`config.mk`:
```
export PLATFORM = sky130hd
export DESIGN_NAME = multi_target_codel_monitor_flat
export DESIGN_NICKNAME = d
export VERILOG_FILES = /design/src/rtl/cmtcm_pkg.sv /design/src/rtl/cmtcm_sample_if.sv /design/src/rtl/cmtcm_result_if.sv /design/src/rtl/cmtcm_cfg_if.sv /design/src/rtl/cmtcm_ctrl.sv /design/src/rtl/cmtcm_dp.sv /design/src/rtl/multi_target_codel_monitor.sv /design/src/flat_wrapper.sv
export SDC_FILE = /design/constraint.sdc
export NUM_CORES = 2
export LEC_CHECK = 0
export BUFFER_PORTS_ARGS = -buffer_cell sky130_fd_sc_hd__buf_2
export CAP_MARGIN = 10
export CORE_MARGIN = 4
export CORE_UTILIZATION = 45
export CTS_BUF_LIST = sky130_fd_sc_hd__clkbuf_2 sky130_fd_sc_hd__clkbuf_4 sky130_fd_sc_hd__clkbuf_8
export CTS_CLUSTER_DIAMETER = 100
export DETAILED_ROUTE_END_ITERATION = 12
export GPL_ROUTABILITY_DRIVEN = 0
export RECOVER_POWER = 50
export SLEW_MARGIN = 30
export SYNTH_ARGS = -nofsm -noshare
export SYNTH_HDL_FRONTEND = slang
export SYNTH_SLANG_ARGS = --single-unit
```
`constraint.sdc`:
```
create_clock -name clk -period 12.8 [get_ports clk]
set_input_delay 3.84 -clock clk [delete_from_list [all_inputs] [get_ports clk]]
set_output_delay 3.84 -clock clk [all_outputs]
set_load 0.005 [all_outputs]
```
`src/rtl/cmtcm_pkg.sv`:
```
`timescale 1ns / 1ps
// ----------------------------------------------------------------------------
// cmtcm_pkg
// Shared widths, register indexes, reset values and controller/datapath
// command and status types of the multi-target latency monitor.
// ----------------------------------------------------------------------------
package cmtcm_pkg;

    localparam int LATENCY_W   = 32;
    localparam int SIZE_W      = 24;
    localparam int INTERVAL_W  = 32;
    localparam int COUNT_W     = 32;
    localparam int CFG_DATA_W  = 57;
    localparam int CFG_INDEX_W = 3;

    localparam int NUM_BANDS_DEFAULT = 4;
    localparam int BAND_REGS         = 4;
    localparam int BAND_VALID_BIT    = 56;
    localparam int BAND_BOUND_LSB    = 32;
    localparam int BAND_TARGET_W     = 32;

    localparam logic OP_SAMPLE = 1'b0;
    localparam logic OP_TICK   = 1'b1;

    localparam logic [CFG_INDEX_W-1:0] CFG_INITIAL_INTERVAL = 3'd0;
    localparam logic [CFG_INDEX_W-1:0] CFG_DEFAULT_TARGET   = 3'd1;
    localparam logic [CFG_INDEX_W-1:0] CFG_NORMALIZE_MODE   = 3'd2;
    localparam logic [CFG_INDEX_W-1:0] CFG_BAND_ENTRY_0     = 3'd3;

    localparam logic [INTERVAL_W-1:0] INITIAL_INTERVAL_RESET = 32'd100000000;
    localparam logic [LATENCY_W-1:0]  DEFAULT_TARGET_RESET   = 32'd5000000;
    localparam logic [INTERVAL_W-1:0] FALLBACK_INTERVAL      = 32'd1000;

    localparam int SQRT_STEPS  = COUNT_W / 2;
    localparam int DIV_STEPS   = INTERVAL_W;
    localparam int STEP_CNT_W  = $clog2(DIV_STEPS);
    localparam int ROOT_W      = SQRT_STEPS + 1;
    localparam int SQRT_REM_W  = SQRT_STEPS + 4;
    localparam int DIV_REM_W   = ROOT_W + 1;

    typedef struct packed {
        logic sample_we;
        logic judge;
        logic sqrt_step;
        logic round;
        logic div_step;
        logic finish;
    } cmtcm_cmd_t;

    typedef struct packed {
        logic viol;
        logic out_blocked;
    } cmtcm_status_t;

endpackage

```
`src/rtl/cmtcm_sample_if.sv`:
```
`timescale 1ns / 1ps
// ----------------------------------------------------------------------------
// cmtcm_sample_if
// Input channel: latency samples and interval ticks.
// ----------------------------------------------------------------------------
interface cmtcm_sample_if;
    logic                             valid;
    logic                             ready;
    logic                             operation;
    logic [cmtcm_pkg::LATENCY_W-1:0]  sample_latency;
    logic [cmtcm_pkg::SIZE_W-1:0]     txn_size;

    modport source (output valid, output operation, output sample_latency,
                    output txn_size, input ready);
    modport sink   (input valid, input operation, input sample_latency,
                    input txn_size, output ready);
endinterface

```
`src/rtl/cmtcm_result_if.sv`:
```
`timescale 1ns / 1ps
// ----------------------------------------------------------------------------
// cmtcm_result_if
// Output channel: one interval verdict per tick.
// ----------------------------------------------------------------------------
interface cmtcm_result_if;
    logic                              valid;
    logic                              ready;
    logic                              violation;
    logic [cmtcm_pkg::INTERVAL_W-1:0]  next_interval;
    logic [cmtcm_pkg::COUNT_W-1:0]     viol_streak;

    modport source (output valid, output violation, output next_interval,
                    output viol_streak, input ready);
    modport sink   (input valid, input violation, input next_interval,
                    input viol_streak, output ready);
endinterface

```
`src/rtl/cmtcm_cfg_if.sv`:
```
`timescale 1ns / 1ps
// ----------------------------------------------------------------------------
// cmtcm_cfg_if
// Configuration write channel: register index and write data.
// ----------------------------------------------------------------------------
interface cmtcm_cfg_if;
    logic                              valid;
    logic                              ready;
    logic [cmtcm_pkg::CFG_INDEX_W-1:0] index;
    logic [cmtcm_pkg::CFG_DATA_W-1:0]  data;

    modport source (output valid, output index, output data, input ready);
    modport sink   (input valid, input index, input data, output ready);
endinterface

```
`src/rtl/cmtcm_ctrl.sv`:
```
`timescale 1ns / 1ps
// ----------------------------------------------------------------------------
// cmtcm_ctrl
// Sequencer: takes samples while idle, walks a tick through judge and, on a
// violation, square root, rounding and divide, then result hand-off.
// ----------------------------------------------------------------------------
module cmtcm_ctrl
(
    input  logic                     clk,
    input  logic                     rst_n,
    input  logic                     in_valid,
    input  logic                     in_operation,
    output logic                     in_ready,
    input  cmtcm_pkg::cmtcm_status_t status,
    output cmtcm_pkg::cmtcm_cmd_t    cmd
);

    typedef enum logic [2:0] {
        S_IDLE,
        S_JUDGE,
        S_SQRT,
        S_ROUND,
        S_DIV,
        S_DONE
    } state_t;

    state_t                               state_reg;
    state_t                               state_next;
    logic [cmtcm_pkg::STEP_CNT_W-1:0]     cnt_reg;
    logic [cmtcm_pkg::STEP_CNT_W-1:0]     cnt_next;

    always_comb
    begin
        in_ready   = (state_reg == S_IDLE);
        cmd        = '0;
        state_next = state_reg;
        cnt_next   = cnt_reg;
        unique case (state_reg)
            S_IDLE:
            begin
                cmd.sample_we = in_valid && (in_operation == cmtcm_pkg::OP_SAMPLE);
                if (in_valid && (in_operation == cmtcm_pkg::OP_TICK))
                begin
                    state_next = S_JUDGE;
                end
            end
            S_JUDGE:
            begin
                cmd.judge = 1'b1;
                if (status.viol)
                begin
                    state_next = S_SQRT;
                    cnt_next   = cmtcm_pkg::STEP_CNT_W'(cmtcm_pkg::SQRT_STEPS - 1);
                end
                else
                begin
                    state_next = S_DONE;
                end
            end
            S_SQRT:
            begin
                cmd.sqrt_step = 1'b1;
                if (cnt_reg == '0)
                begin
                    state_next = S_ROUND;
                end
                else
                begin
                    cnt_next = cnt_reg - 1'b1;
                end
            end
            S_ROUND:
            begin
                cmd.round  = 1'b1;
                state_next = S_DIV;
                cnt_next   = cmtcm_pkg::STEP_CNT_W'(cmtcm_pkg::DIV_STEPS - 1);
            end
            S_DIV:
            begin
                cmd.div_step = 1'b1;
                if (cnt_reg == '0)
                begin
                    state_next = S_DONE;
                end
                else
                begin
                    cnt_next = cnt_reg - 1'b1;
                end
            end
            S_DONE:
            begin
                cmd.finish = !status.out_blocked;
                if (!status.out_blocked)
                begin
                    state_next = S_IDLE;
                end
            end
            default:
            begin
                state_next = S_IDLE;
            end
        endcase
    end

    always_ff @(posedge clk or negedge rst_n)
    begin
        if (!rst_n)
        begin
            state_reg <= S_IDLE;
            cnt_reg   <= '0;
        end
        else
        begin
            state_reg <= state_next;
            cnt_reg   <= cnt_next;
        end
    end

    a_sqrt_runs: assert property (@(posedge clk) disable iff (!rst_n)
        (state_reg == S_SQRT && cnt_reg != '0) |=> (state_reg == S_SQRT))
        else $error("square root left before its last step");

    a_done_holds: assert property (@(posedge clk) disable iff (!rst_n)
        (state_reg == S_DONE && status.out_blocked) |=> (state_reg == S_DONE))
        else $error("result dropped while output stalled");

endmodule

```
`src/rtl/cmtcm_dp.sv`:
```
`timescale 1ns / 1ps
// ----------------------------------------------------------------------------
// cmtcm_dp
// Datapath: configuration registers, band and global minimums, interval
// judge, bit-serial square root, restoring divider and result register.
// ----------------------------------------------------------------------------
module cmtcm_dp
#(
    parameter int NUM_BANDS = cmtcm_pkg::NUM_BANDS_DEFAULT
)
(
    input  logic                                clk,
    input  logic                                rst_n,
    input  cmtcm_pkg::cmtcm_cmd_t               cmd,
    output cmtcm_pkg::cmtcm_status_t            status,
    input  logic [cmtcm_pkg::LATENCY_W-1:0]     sample_latency,
    input  logic [cmtcm_pkg::SIZE_W-1:0]        txn_size,
    input  logic                                cfg_we,
    input  logic [cmtcm_pkg::CFG_INDEX_W-1:0]   cfg_index,
    input  logic [cmtcm_pkg::CFG_DATA_W-1:0]    cfg_data,
    input  logic                                res_ready,
    output logic                                res_valid,
    output logic                                res_violation,
    output logic [cmtcm_pkg::INTERVAL_W-1:0]    res_next_interval,
    output logic [cmtcm_pkg::COUNT_W-1:0]       res_viol_streak
);

    localparam int LAT_W  = cmtcm_pkg::LATENCY_W;
    localparam int SZ_W   = cmtcm_pkg::SIZE_W;
    localparam int TGT_W  = cmtcm_pkg::BAND_TARGET_W;
    localparam int CNT_W  = cmtcm_pkg::COUNT_W;
    localparam int IVL_W  = cmtcm_pkg::INTERVAL_W;
    localparam int ROOT_W = cmtcm_pkg::ROOT_W;
    localparam int SREM_W = cmtcm_pkg::SQRT_REM_W;
    localparam int DREM_W = cmtcm_pkg::DIV_REM_W;

    logic [IVL_W-1:0]  initial_interval_reg;
    logic [LAT_W-1:0]  default_target_reg;
    logic              normalize_mode_reg;
    logic [NUM_BANDS-1:0] band_valid_reg;
    logic [SZ_W-1:0]   band_bound_reg  [NUM_BANDS];
    logic [TGT_W-1:0]  band_target_reg [NUM_BANDS];

    logic [NUM_BANDS-1:0] bmin_valid_reg;
    logic [LAT_W-1:0]  bmin_value_reg [NUM_BANDS];
    logic              gmin_valid_reg;
    logic [LAT_W-1:0]  gmin_value_reg;
    logic [SZ_W-1:0]   gmin_size_reg;
    logic [CNT_W-1:0]  count_reg;
    logic [CNT_W-1:0]  count_next;
    logic              viol_reg;

    logic [CNT_W-1:0]  sq_n_reg;
    logic [SREM_W-1:0] sq_rem_reg;
    logic [ROOT_W-1:0] root_reg;
    logic [IVL_W-1:0]  dvd_reg;
    logic [DREM_W-1:0] div_rem_reg;

    logic              res_valid_reg;
    logic              res_violation_reg;
    logic [IVL_W-1:0]  res_next_interval_reg;
    logic [CNT_W-1:0]  res_count_reg;

    logic [NUM_BANDS-1:0] samp_hot;
    logic              samp_taken;
    logic              gmin_taken;
    logic [TGT_W-1:0]  gmin_target;
    logic              any_band;
    logic              band_viol;
    logic [LAT_W-1:0]  gmin_norm;
    logic              gmin_viol;
    logic              viol_c;

    logic [SREM_W-1:0] sq_rem_sh;
    logic [SREM_W-1:0] sq_trial;
    logic              sq_bit;
    logic [DREM_W-1:0] div_rem_sh;
    logic              div_bit;
    logic [IVL_W-1:0]  viol_interval;

    always_comb
    begin
        samp_hot    = '0;
        samp_taken  = 1'b0;
        gmin_taken  = 1'b0;
        gmin_target = default_target_reg;
        any_band    = 1'b0;
        band_viol   = 1'b0;
        for (int k = 0; k < NUM_BANDS; k++)
        begin
            if (band_valid_reg[k] && txn_size < band_bound_reg[k] && !samp_taken)
            begin
                samp_hot[k] = 1'b1;
                samp_taken  = 1'b1;
            end
            if (band_valid_reg[k] && gmin_size_reg < band_bound_reg[k] && !gmin_taken)
            begin
                gmin_taken  = 1'b1;
                gmin_target = band_target_reg[k];
            end
            if (band_valid_reg[k] && bmin_valid_reg[k])
            begin
                any_band = 1'b1;
                if (bmin_value_reg[k] > band_target_reg[k])
                begin
                    band_viol = 1'b1;
                end
            end
        end
    end

    always_comb
    begin
        gmin_norm = (gmin_value_reg > gmin_target) ? (gmin_value_reg - gmin_target)
                                                   : gmin_value_reg;
        gmin_viol = normalize_mode_reg ? (gmin_norm > default_target_reg)
                                       : (gmin_value_reg > gmin_target);
        if (!normalize_mode_reg && any_band)
        begin
            viol_c = band_viol;
        end
        else
        begin
            viol_c = gmin_valid_reg && gmin_viol;
        end
        if (viol_c)
        begin
            count_next = (count_reg == '1) ? count_reg : count_reg + 1'b1;
        end
        else
        begin
            count_next = '0;
        end
    end

    always_comb
    begin
        sq_rem_sh  = {sq_rem_reg[SREM_W-3:0], sq_n_reg[CNT_W-1 -: 2]};
        sq_trial   = SREM_W'({root_reg, 2'b01});
        sq_bit     = (sq_rem_sh >= sq_trial);
        div_rem_sh = {div_rem_reg[DREM_W-2:0], dvd_reg[IVL_W-1]};
        div_bit    = (div_rem_sh >= DREM_W'(root_reg));
        viol_interval = (root_reg == '0 || dvd_reg == '0) ? cmtcm_pkg::FALLBACK_INTERVAL
                                                           : dvd_reg;
    end

    assign status.viol        = viol_c;
    assign status.out_blocked = res_valid_reg && !res_ready;

    // configuration, running minimums, violation count and result valid
    always_ff @(posedge clk or negedge rst_n)
    begin
        if (!rst_n)
        begin
            initial_interval_reg <= cmtcm_pkg::INITIAL_INTERVAL_RESET;
            default_target_reg   <= cmtcm_pkg::DEFAULT_TARGET_RESET;
            normalize_mode_reg   <= 1'b0;
            band_valid_reg       <= '0;
            bmin_valid_reg       <= '0;
            gmin_valid_reg       <= 1'b0;
            gmin_size_reg        <= '0;
            count_reg            <= '0;
            viol_reg             <= 1'b0;
            res_valid_reg        <= 1'b0;
            for (int k = 0; k < NUM_BANDS; k++)
            begin
                band_bound_reg[k]  <= '0;
                band_target_reg[k] <= '0;
            end
        end
        else
        begin
            if (cmd.sample_we)
            begin
                if (!normalize_mode_reg && samp_taken)
                begin
                    for (int k = 0; k < NUM_BANDS; k++)
                    begin
                        if (samp_hot[k] &&
                            (!bmin_valid_reg[k] || sample_latency < bmin_value_reg[k]))
                        begin
                            bmin_valid_reg[k] <= 1'b1;
                        end
                    end
                end
                else if (!gmin_valid_reg || sample_latency < gmin_value_reg)
                begin
                    gmin_valid_reg <= 1'b1;
                    gmin_size_reg  <= txn_size;
                end
            end
            if (cmd.judge)
            begin
                viol_reg       <= viol_c;
                count_reg      <= count_next;
                gmin_valid_reg <= 1'b0;
                gmin_size_reg  <= '0;
            end
            if (cmd.finish)
            begin
                res_valid_reg <= 1'b1;
            end
            else if (res_ready)
            begin
                res_valid_reg <= 1'b0;
            end
            if (cfg_we)
            begin
                unique case (cfg_index)
                    cmtcm_pkg::CFG_INITIAL_INTERVAL:
                        initial_interval_reg <= cfg_data[IVL_W-1:0];
                    cmtcm_pkg::CFG_DEFAULT_TARGET:
                        default_target_reg <= cfg_data[LAT_W-1:0];
                    cmtcm_pkg::CFG_NORMALIZE_MODE:
                        normalize_mode_reg <= cfg_data[0];
                    default:
                    begin
                    end
                endcase
                for (int k = 0; k < NUM_BANDS; k++)
                begin
                    if (k < cmtcm_pkg::BAND_REGS &&
                        cfg_index == cmtcm_pkg::CFG_INDEX_W'(cmtcm_pkg::CFG_BAND_ENTRY_0 + k))
                    begin
                        band_valid_reg[k]  <= cfg_data[cmtcm_pkg::BAND_VALID_BIT];
                        band_bound_reg[k]  <= cfg_data[cmtcm_pkg::BAND_BOUND_LSB +: SZ_W];
                        band_target_reg[k] <= cfg_data[TGT_W-1:0];
                        bmin_valid_reg[k]  <= 1'b0;
                    end
                end
            end
        end
    end

    // minimum values, square root, divider and result payload
    always_ff @(posedge clk)
    begin
        if (cmd.sample_we)
        begin
            if (!normalize_mode_reg && samp_taken)
            begin
                for (int k = 0; k < NUM_BANDS; k++)
                begin
                    if (samp_hot[k] &&
                        (!bmin_valid_reg[k] || sample_latency < bmin_value_reg[k]))
                    begin
                        bmin_value_reg[k] <= sample_latency;
                    end
                end
            end
            else if (!gmin_valid_reg || sample_latency < gmin_value_reg)
            begin
                gmin_value_reg <= sample_latency;
            end
        end
        if (cmd.judge)
        begin
            sq_n_reg   <= count_next;
            sq_rem_reg <= '0;
            root_reg   <= '0;
        end
        if (cmd.sqrt_step)
        begin
            sq_n_reg   <= {sq_n_reg[CNT_W-3:0], 2'b00};
            sq_rem_reg <= sq_bit ? (sq_rem_sh - sq_trial) : sq_rem_sh;
            root_reg   <= {root_reg[ROOT_W-2:0], sq_bit};
        end
        if (cmd.round)
        begin
            root_reg    <= (sq_rem_reg > SREM_W'(root_reg)) ? root_reg + 1'b1 : root_reg;
            dvd_reg     <= initial_interval_reg;
            div_rem_reg <= '0;
        end
        if (cmd.div_step)
        begin
            div_rem_reg <= div_bit ? (div_rem_sh - DREM_W'(root_reg)) : div_rem_sh;
            dvd_reg     <= {dvd_reg[IVL_W-2:0], div_bit};
        end
        if (cmd.finish)
        begin
            res_violation_reg     <= viol_reg;
            res_next_interval_reg <= viol_reg ? viol_interval : initial_interval_reg;
            res_count_reg         <= count_reg;
        end
    end

    assign res_valid         = res_valid_reg;
    assign res_violation     = res_violation_reg;
    assign res_next_interval = res_next_interval_reg;
    assign res_viol_streak   = res_count_reg;

    a_clear_count: assert property (@(posedge clk) disable iff (!rst_n)
        (cmd.judge && !viol_c) |=> (count_reg == '0))
        else $error("count not cleared after a clean interval");

    a_gmin_cleared: assert property (@(posedge clk) disable iff (!rst_n)
        cmd.judge |=> !gmin_valid_reg)
        else $error("global minimum survived a tick");

    a_result_loaded: assert property (@(posedge clk) disable iff (!rst_n)
        cmd.finish |=> res_valid_reg)
        else $error("finished tick produced no result");

endmodule

```
`src/rtl/multi_target_codel_monitor.sv`:
```
`timescale 1ns / 1ps
// ----------------------------------------------------------------------------
// multi_target_codel_monitor
// Minimum-latency monitor with size-banded targets and interval control.
// ----------------------------------------------------------------------------
// Channels: sample (operation, sample_latency, txn_size) in, result
// (violation, next_interval, viol_streak) out, cfg (index, data) for
// register writes; every transaction completes when valid and ready are high.
// A latency sample is taken while idle and yields no result; samples are
// accepted back to back. A tick yields one result; without a violation it goes
// from judge straight to hand-off, with one it also runs the 16-step square
// root and the 32-step divider, sharing the datapath, before the result is
// registered.
// Input ready is low while a tick is in flight.
// A finished result waits in an output register; samples keep flowing while
// it is stalled, and a following tick holds in its last step until the
// receiver takes the earlier result.
// Reset restores register defaults and empties all minimums and the count.
// cfg is always ready; write it only while the block is idle.
// ----------------------------------------------------------------------------
module multi_target_codel_monitor
#(
    parameter int NUM_BANDS = cmtcm_pkg::NUM_BANDS_DEFAULT
)
(
    input  logic           clk,
    input  logic           rst_n,
    cmtcm_cfg_if.sink      cfg,
    cmtcm_sample_if.sink   sample,
    cmtcm_result_if.source result
);

    cmtcm_pkg::cmtcm_cmd_t    cmd;
    cmtcm_pkg::cmtcm_status_t status;
    logic                     cfg_we;

    assign cfg.ready = 1'b1;
    assign cfg_we    = cfg.valid && cfg.ready;

    cmtcm_ctrl u_ctrl
    (
        .clk          (clk),
        .rst_n        (rst_n),
        .in_valid     (sample.valid),
        .in_operation (sample.operation),
        .in_ready     (sample.ready),
        .status       (status),
        .cmd          (cmd)
    );

    cmtcm_dp
    #(
        .NUM_BANDS (NUM_BANDS)
    )
    u_dp
    (
        .clk               (clk),
        .rst_n             (rst_n),
        .cmd               (cmd),
        .status            (status),
        .sample_latency    (sample.sample_latency),
        .txn_size          (sample.txn_size),
        .cfg_we            (cfg_we),
        .cfg_index         (cfg.index),
        .cfg_data          (cfg.data),
        .res_ready         (result.ready),
        .res_valid         (result.valid),
        .res_violation     (result.violation),
        .res_next_interval (result.next_interval),
        .res_viol_streak   (result.viol_streak)
    );

endmodule

```
`src/flat_wrapper.sv`:
```
// flat-port wrapper written by rule: the top's interface ports become plain ports
module multi_target_codel_monitor_flat 
#(
    parameter int NUM_BANDS = cmtcm_pkg::NUM_BANDS_DEFAULT
)
  (clk, rst_n, cfg_valid, cfg_index, cfg_data, cfg_ready, sample_valid, sample_operation, sample_sample_latency, sample_txn_size, sample_ready, result_valid, result_violation, result_next_interval, result_viol_streak, result_ready);
  cmtcm_cfg_if cfg_i ();
  cmtcm_sample_if sample_i ();
  cmtcm_result_if result_i ();
  input  logic clk;
  input  logic rst_n;
  input wire logic [$bits(cfg_i.valid)-1:0] cfg_valid;
  input wire logic [$bits(cfg_i.index)-1:0] cfg_index;
  input wire logic [$bits(cfg_i.data)-1:0] cfg_data;
  output wire logic [$bits(cfg_i.ready)-1:0] cfg_ready;
  input wire logic [$bits(sample_i.valid)-1:0] sample_valid;
  input wire logic [$bits(sample_i.operation)-1:0] sample_operation;
  input wire logic [$bits(sample_i.sample_latency)-1:0] sample_sample_latency;
  input wire logic [$bits(sample_i.txn_size)-1:0] sample_txn_size;
  output wire logic [$bits(sample_i.ready)-1:0] sample_ready;
  output wire logic [$bits(result_i.valid)-1:0] result_valid;
  output wire logic [$bits(result_i.violation)-1:0] result_violation;
  output wire logic [$bits(result_i.next_interval)-1:0] result_next_interval;
  output wire logic [$bits(result_i.viol_streak)-1:0] result_viol_streak;
  input wire logic [$bits(result_i.ready)-1:0] result_ready;
  assign cfg_i.valid = cfg_valid;
  assign cfg_i.index = cfg_index;
  assign cfg_i.data = cfg_data;
  assign cfg_ready = cfg_i.ready;
  assign sample_i.valid = sample_valid;
  assign sample_i.operation = sample_operation;
  assign sample_i.sample_latency = sample_sample_latency;
  assign sample_i.txn_size = sample_txn_size;
  assign sample_ready = sample_i.ready;
  assign result_valid = result_i.valid;
  assign result_violation = result_i.violation;
  assign result_next_interval = result_i.next_interval;
  assign result_viol_streak = result_i.viol_streak;
  assign result_i.ready = result_ready;
  multi_target_codel_monitor #(.NUM_BANDS(NUM_BANDS)) u_core (.clk(clk), .rst_n(rst_n), .cfg(cfg_i), .sample(sample_i), .result(result_i));
endmodule
```
# == Yosys cells after proc, flatten, opt, wreduce, memory -nomap -nowiden ==
# Memory sizes are Yosys's and may differ from the RTL's.
# Cells that the tools add are included.
# word_totals
regBits,579
latch_bits,0
mem_bits_rw,128
rom_bits,0
input_bits,122
out_inout_bits,68
n_memories,1
# mem_list
name,depth,width,read_ports,rd_clocked_by_memory_dff,write_ports,line,text
u_core.u_dp.bmin_value_reg,4,32,4,0,1,cmtcm_dp.sv:45,logic [LAT_W-1:0] bmin_value_reg [NUM_BANDS];
# op_classes
add_sub_neg,6
n_mul,0
n_div,0
order_cmp,22
eq_ne,20
n_shift,0
n_mux,108
n_bitwise,2
reduce_logical,76
# ops
op,n
32-bit two-way mux,16
32-bit > comparator,6
24-bit < comparator,8
32-bit < comparator,5
17-bit two-way mux,7
24-bit two-way mux,4
32-bit OR reduction,3
1-bit two-way mux,63
20-bit two-way mux,3
"32-bit by 1-bit adder with 32-bit output, second input constant",1
"32-bit equality test, second input constant",1
32-bit zero test,1
32-bit subtractor,1
1-bit logical AND,28
20-bit by 19-bit greater-or-equal comparator with 1-bit output,1
20-bit by 17-bit > comparator with 1-bit output,1
20-bit by 19-bit subtractor with 20-bit output,1
18-bit by 17-bit greater-or-equal comparator with 1-bit output,1
3-bit case mux with 6 select lines,1
"17-bit by 1-bit adder with 17-bit output, second input constant",1
17-bit zero test,1
17-bit subtractor,1
2-bit AND reduction,8
"3-bit equality test, second input constant",5
20 further kinds,66

# == Logic depth before layout (Yosys ltp) ==
# depth
depth_word,21
mapped_depth,42
depth_no_buf,36

# == By module ==
# Synthesis repeated with hierarchy kept, for this count alone.
# unflattened
cells_unflattened,4373
area_unflattened_um2,44461.4
# by_module_without_submodules
module,n_inst,cells_each,area_per_inst_um2
cmtcm_dp,1,4301,43854.6
cmtcm_ctrl,1,70,595.6
multi_target_codel_monitor,1,2,11.3

# == Worst setup path before layout ==
# OpenSTA, ideal clock, no wires.
# synth_path
kind,input -> register
from,in result_ready
to,"reg u_core.u_dp.res_next_interval_reg[0] (netlist: u_core.u_dp.res_next_interval[0]), enable pin"
t_arrival_ps,8719
setup_slack_ps,3500
cell_stages,2
path_buffers,0
cell_sequence,nand2b_1 nor3b_1
# synth_rtl
element,line,text
"start, declared",flat_wrapper.sv:25,input wire logic [$bits(result_i.ready)-1:0] result_ready;
"end signal, assigned",cmtcm_dp.sv:282,res_next_interval_reg <= viol_reg ? viol_interval : initial_interval_reg;
"end, declared",cmtcm_dp.sv:61,logic [IVL_W-1:0] res_next_interval_reg;

# == Worst setup path after layout ==
# layout_path
from,reg u_core.u_dp.gmin_size_reg[9]
to,reg u_core.u_dp.count_reg[21]
# layout_between
elab_chain_cells,19
# layout_lines
element,line,text
"start, declared",cmtcm_dp.sv:48,logic [SZ_W-1:0] gmin_size_reg;
"start signal, assigned",cmtcm_dp.sv:189,gmin_size_reg <= txn_size;
24-bit < comparator,cmtcm_dp.sv:96,if (band_valid_reg[k] && gmin_size_reg < band_bound_reg[k] && !gmin_taken)
1-bit logical AND,cmtcm_dp.sv:96,
1-bit two-way mux,cmtcm_dp.sv:96,
1-bit zero test,cmtcm_dp.sv:96,
1-bit logical AND,cmtcm_dp.sv:96,
1-bit two-way mux,cmtcm_dp.sv:96,
1-bit zero test,cmtcm_dp.sv:96,
1-bit logical AND,cmtcm_dp.sv:96,
[3 not listed],-,
32-bit two-way mux (*),cmtcm_dp.sv:96,
32-bit subtractor or 32-bit > comparator (tied branches),"cmtcm_dp.sv:114, cmtcm_dp.sv:117",
32-bit two-way mux,cmtcm_dp.sv:114,gmin_norm = (gmin_value_reg > gmin_target) ? (gmin_value_reg - gmin_target)
32-bit > comparator,cmtcm_dp.sv:116,gmin_viol = normalize_mode_reg ? (gmin_norm > default_target_reg)
1-bit two-way mux (*),cmtcm_dp.sv:116,
1-bit logical AND (*),cmtcm_dp.sv:124,viol_c = gmin_valid_reg && gmin_viol;
1-bit two-way mux (*),cmtcm_dp.sv:118,if (!normalize_mode_reg && any_band)
32-bit two-way mux (*),cmtcm_dp.sv:126,if (viol_c)
"end signal, assigned",cmtcm_dp.sv:195,count_reg <= count_next;
"end, declared",cmtcm_dp.sv:49,logic [CNT_W-1:0] count_reg;
# Every way passes the cells marked *; elsewhere a longest branch is shown, timed or not.
# A chain may end at the register's enable or synchronous reset.

==> run_results.csv <==
group,metric,value,unit
power,power_leakage,23.0,nW
clocking,numCtsBuffers,132,
timing,hold_viol,0,
clocking,cts_setup_buffers,0,
clocking,htreeDepth,4,
logic_synthesis,synth_edf_count,341,
global_route,grt_pass1_wl,210000,um
worst_setup_path,critPathCaptureType,"register",
detailed_routing,postRouteAntennaNets,0,
clocking,clkTransAtPathRegs,0.06,ns
logic_synthesis,synthArstFlopShare,51.5,%
global_route,grt_overflow,0,
timing,finalSetupViolCount,0,
clocking,cts_buffer_depth,3,
timing,fin_tns_setup,0,ns
clocking,clkLatencyLatePin,0.82,ns
detailed_routing,first_iter_violations,2955,
floorplanning,pin_count,190,
placement,post-dp-hpwl,102000,um
detailed_routing,routed_wl,138000,um
layout,finish.utilization,50.7,%
timing,relSlewSlack,-285,%
logic_synthesis,synthTopCellsByArea,"edfxtp_1 23%, dfrtp_1 19%, ha_1 16%, inv_1 4.6%, o21ai_0 4.5%",
logic_synthesis,syn_inst,4562,
detailed_routing,vias_per_cell,5.79,
placement,port_buffers,188,
timing,fin_skew,0.0301,ns
logic_synthesis,synth_top_cell_area_share,22.8,%
logic_synthesis,yosysSeqAreaShare,43.3,%
logic_synthesis,synth.most_common_cell,"ha_1",
clocking,cts_tree,"built",
global_route,antenna_found_initial,14,
clocking,cts-root-buf,"clkbuf_8",
timing,drv_slew,669,
logic_synthesis,ys_ff_latch,707,
layout,multi_input_area,22900,um^2
detailed_routing,drt_first_pass_iters,5,
clocking,hold_buffers,0,
status,status,"finished with violations",
status,violations,"max-capacitance violations, max-slew violations",
power,powerDensity,224,nW/um^2
floorplanning,core_area,98700,um^2
floorplanning,dieArea,105000,um^2
global_route,grt_pass1_vias,34870,
worst_setup_path,required,13.48,ns
clocking,cts.repair.resized,0,
floorplanning,die_w,324,um
layout,syn_to_final_growth,11.6,%
logic_synthesis,syn_avg_cell_area,9.83,um^2
detailed_routing,wire_per_inst,22.4,um
layout,regArea,19400,um^2
layout,fill_cells,9245,
worst_setup_path,max_stage_delay,0.82,ns
logic_synthesis,syn-cell-area,44900,um^2
floorplanning,die_h,324,um
logic_synthesis,syn_nets,5260,
floorplanning,core.rowCount,115,
detailed_routing,drc,0,
global_route,grt_max_degree,142,
timing,worstMarginPinSlew,5.78,ns
hold_path,hold_path_class,"reg2reg",
worst_setup_path,slowest_stage,"or3b_2",
timing,min_period_over_period,77.8,%
layout,finalNetCount,5462,
job,maxCapViolations,14,
worst_setup_path,worst-path-max-fanout,68,
logic_synthesis,synth_largest_area_cell,"edfxtp_1",
floorplanning,start_util,45.5,%
timing,fmax,0.100,GHz
global_route,grtUsageTotal,26.3,%
worst_setup_path,worstPathArrival,10.64,ns
logic_synthesis,synth_common_cells,"574 x ha_1, 545 x inv_1, 429 x nand2_1",
layout,drive_gt1_share,12.6,%
clocking,clock-sinks,707,
logic_synthesis,synth-main-ff-cell,"dfrtp_1",
logic_synthesis,yosysUniqueCellTypes,92,
worst_setup_path,path_class,"reg2reg",
timing,fin_crit,9.95,ns
power,max-vdd-ir-drop,0.206,mV
worst_setup_path,start_kind,"register",
logic_synthesis,yosysWarnings,0,
timing,rsz0062_at_grt,"false",
detailed_routing,num_vias,35760,
path summary, 6_finish.rpt:
kind | from | endpoint | slack (ns) | cells past startpoint
setup / recovery | u_core.u_dp.gmin_size_reg[9] | u_core.u_dp.count_reg[21] | 2.85 | 35
hold / removal | u_core.u_dp.sq_n_reg[1] | u_core.u_dp.sq_n_reg[1] | 0.48 | 2
setup reg to reg | u_core.u_dp.gmin_size_reg[9] | u_core.u_dp.count_reg[21] | 2.85 | 35
hold reg to reg | u_core.u_dp.sq_n_reg[1] | u_core.u_dp.sq_n_reg[1] | 0.48 | 2
max in group asynchronous | rst_n | u_core.u_dp.band_target_reg[105] | 4.36 | 1
min in group asynchronous | rst_n | u_core.u_dp.band_bound_reg[19] | 5.08 | 1
worst max-delay path, delay by kind of cell (launching register included):
kind / cells / cell delay, ns
fa+ha+maj: 3 / 0.92
buf+inv: 4 / 1.33
flops: 1 / 0.44
compound gates: 19 / 4.04
mux: 1 / 0.41
simple gates: 8 / 2.60
routing by layer:
metal | vias up | part of all wire, % | GRT usage, %
met4 | 8 | 3.9 | 10.9
met2 | 1064 | 45 | 41.5
met3 | 248 | 6.7 | 5.15
met1 | 17483 | 44 | 35.6
li1 | 16957 | - | -
met5 | - | 0.040 | 0
stage by stage:
step	power (W)	hold WS (ns)	setup WS [ns]	cell area (um^2)	std cells
final	0.0112	0.478	2.85	50000	6172
after global routing	0.0121	0.495	2.20	50000	6165
after CTS	0.0112	0.479	3.01	50100	6160
after detailed placement	0.00882	0.466	3.08	47300	5916
after global placement	0.00873	0.458	2.97	47300	5915
after floorplan	0.00724	0.423	3.50	44900	4562
where the power goes:
part / internal [W] / leakage, nW / switching (W) / total [W]
Sequential: 0.00301 / 7.66 / 0.000378 / 0.00339
Combinational: 0.00214 / 13.8 / 0.00335 / 0.00549
Clock: 0.00133 / 1.50 / 0.00102 / 0.00234
cell usage in the layout (no fill, tap or decap), types with 23 or more instances in the layout:
| cell | n |
|---|---|
| a211oi_1 | 23 |
| a21o_1 | 208 |
| a21oi_1 | 249 |
| a221oi_1 | 36 |
| a22o_1 | 23 |
| buf_2 | 153 |
| buf_4 | 29 |
| clkbuf_1 | 51 |
| clkbuf_4 | 45 |
| clkbuf_8 | 160 |
| dfrtp_1 | 344 |
| edfxtp_1 | 341 |
| ha_1 | 574 |
| inv_1 | 544 |
| mux2_2 | 127 |
| nand2_1 | 426 |
| nand2b_1 | 42 |
| nand3_1 | 134 |
| nand4_1 | 85 |
| nor2_1 | 127 |
| nor2b_1 | 44 |
| nor3_1 | 116 |
| o21a_1 | 36 |
| o21ai_0 | 399 |
| o22ai_1 | 45 |
| o32ai_1 | 26 |
| xnor2_1 | 48 |
| xor2_1 | 30 |
layout make-up:
| class | count | share of cell area (%) |
|---|---|---|
| multi-input combinational | 3140 | 45.7 |
| sequential | 707 | 38.8 |
| clock buffer | 205 | 5.07 |
| inverter | 546 | 4.10 |
| tap | 1287 | 3.22 |
| timing repair buffer | 237 | 2.49 |
| clock inverter | 39 | 0.567 |
| antenna | 11 | 0.0550 |
kinds of logic after synthesis:
family,after synthesis,share of synthesized area [%]
compound gates,1232,17.5
buf+inv,715,6.08
fa+ha+maj,576,16.1
other cells,1,0.00836
flops,707,43.3
simple gates,1108,12.0
mux,145,3.59
xor+xnor,78,1.52
Note: power is estimated with default switching activity, not from simulation.
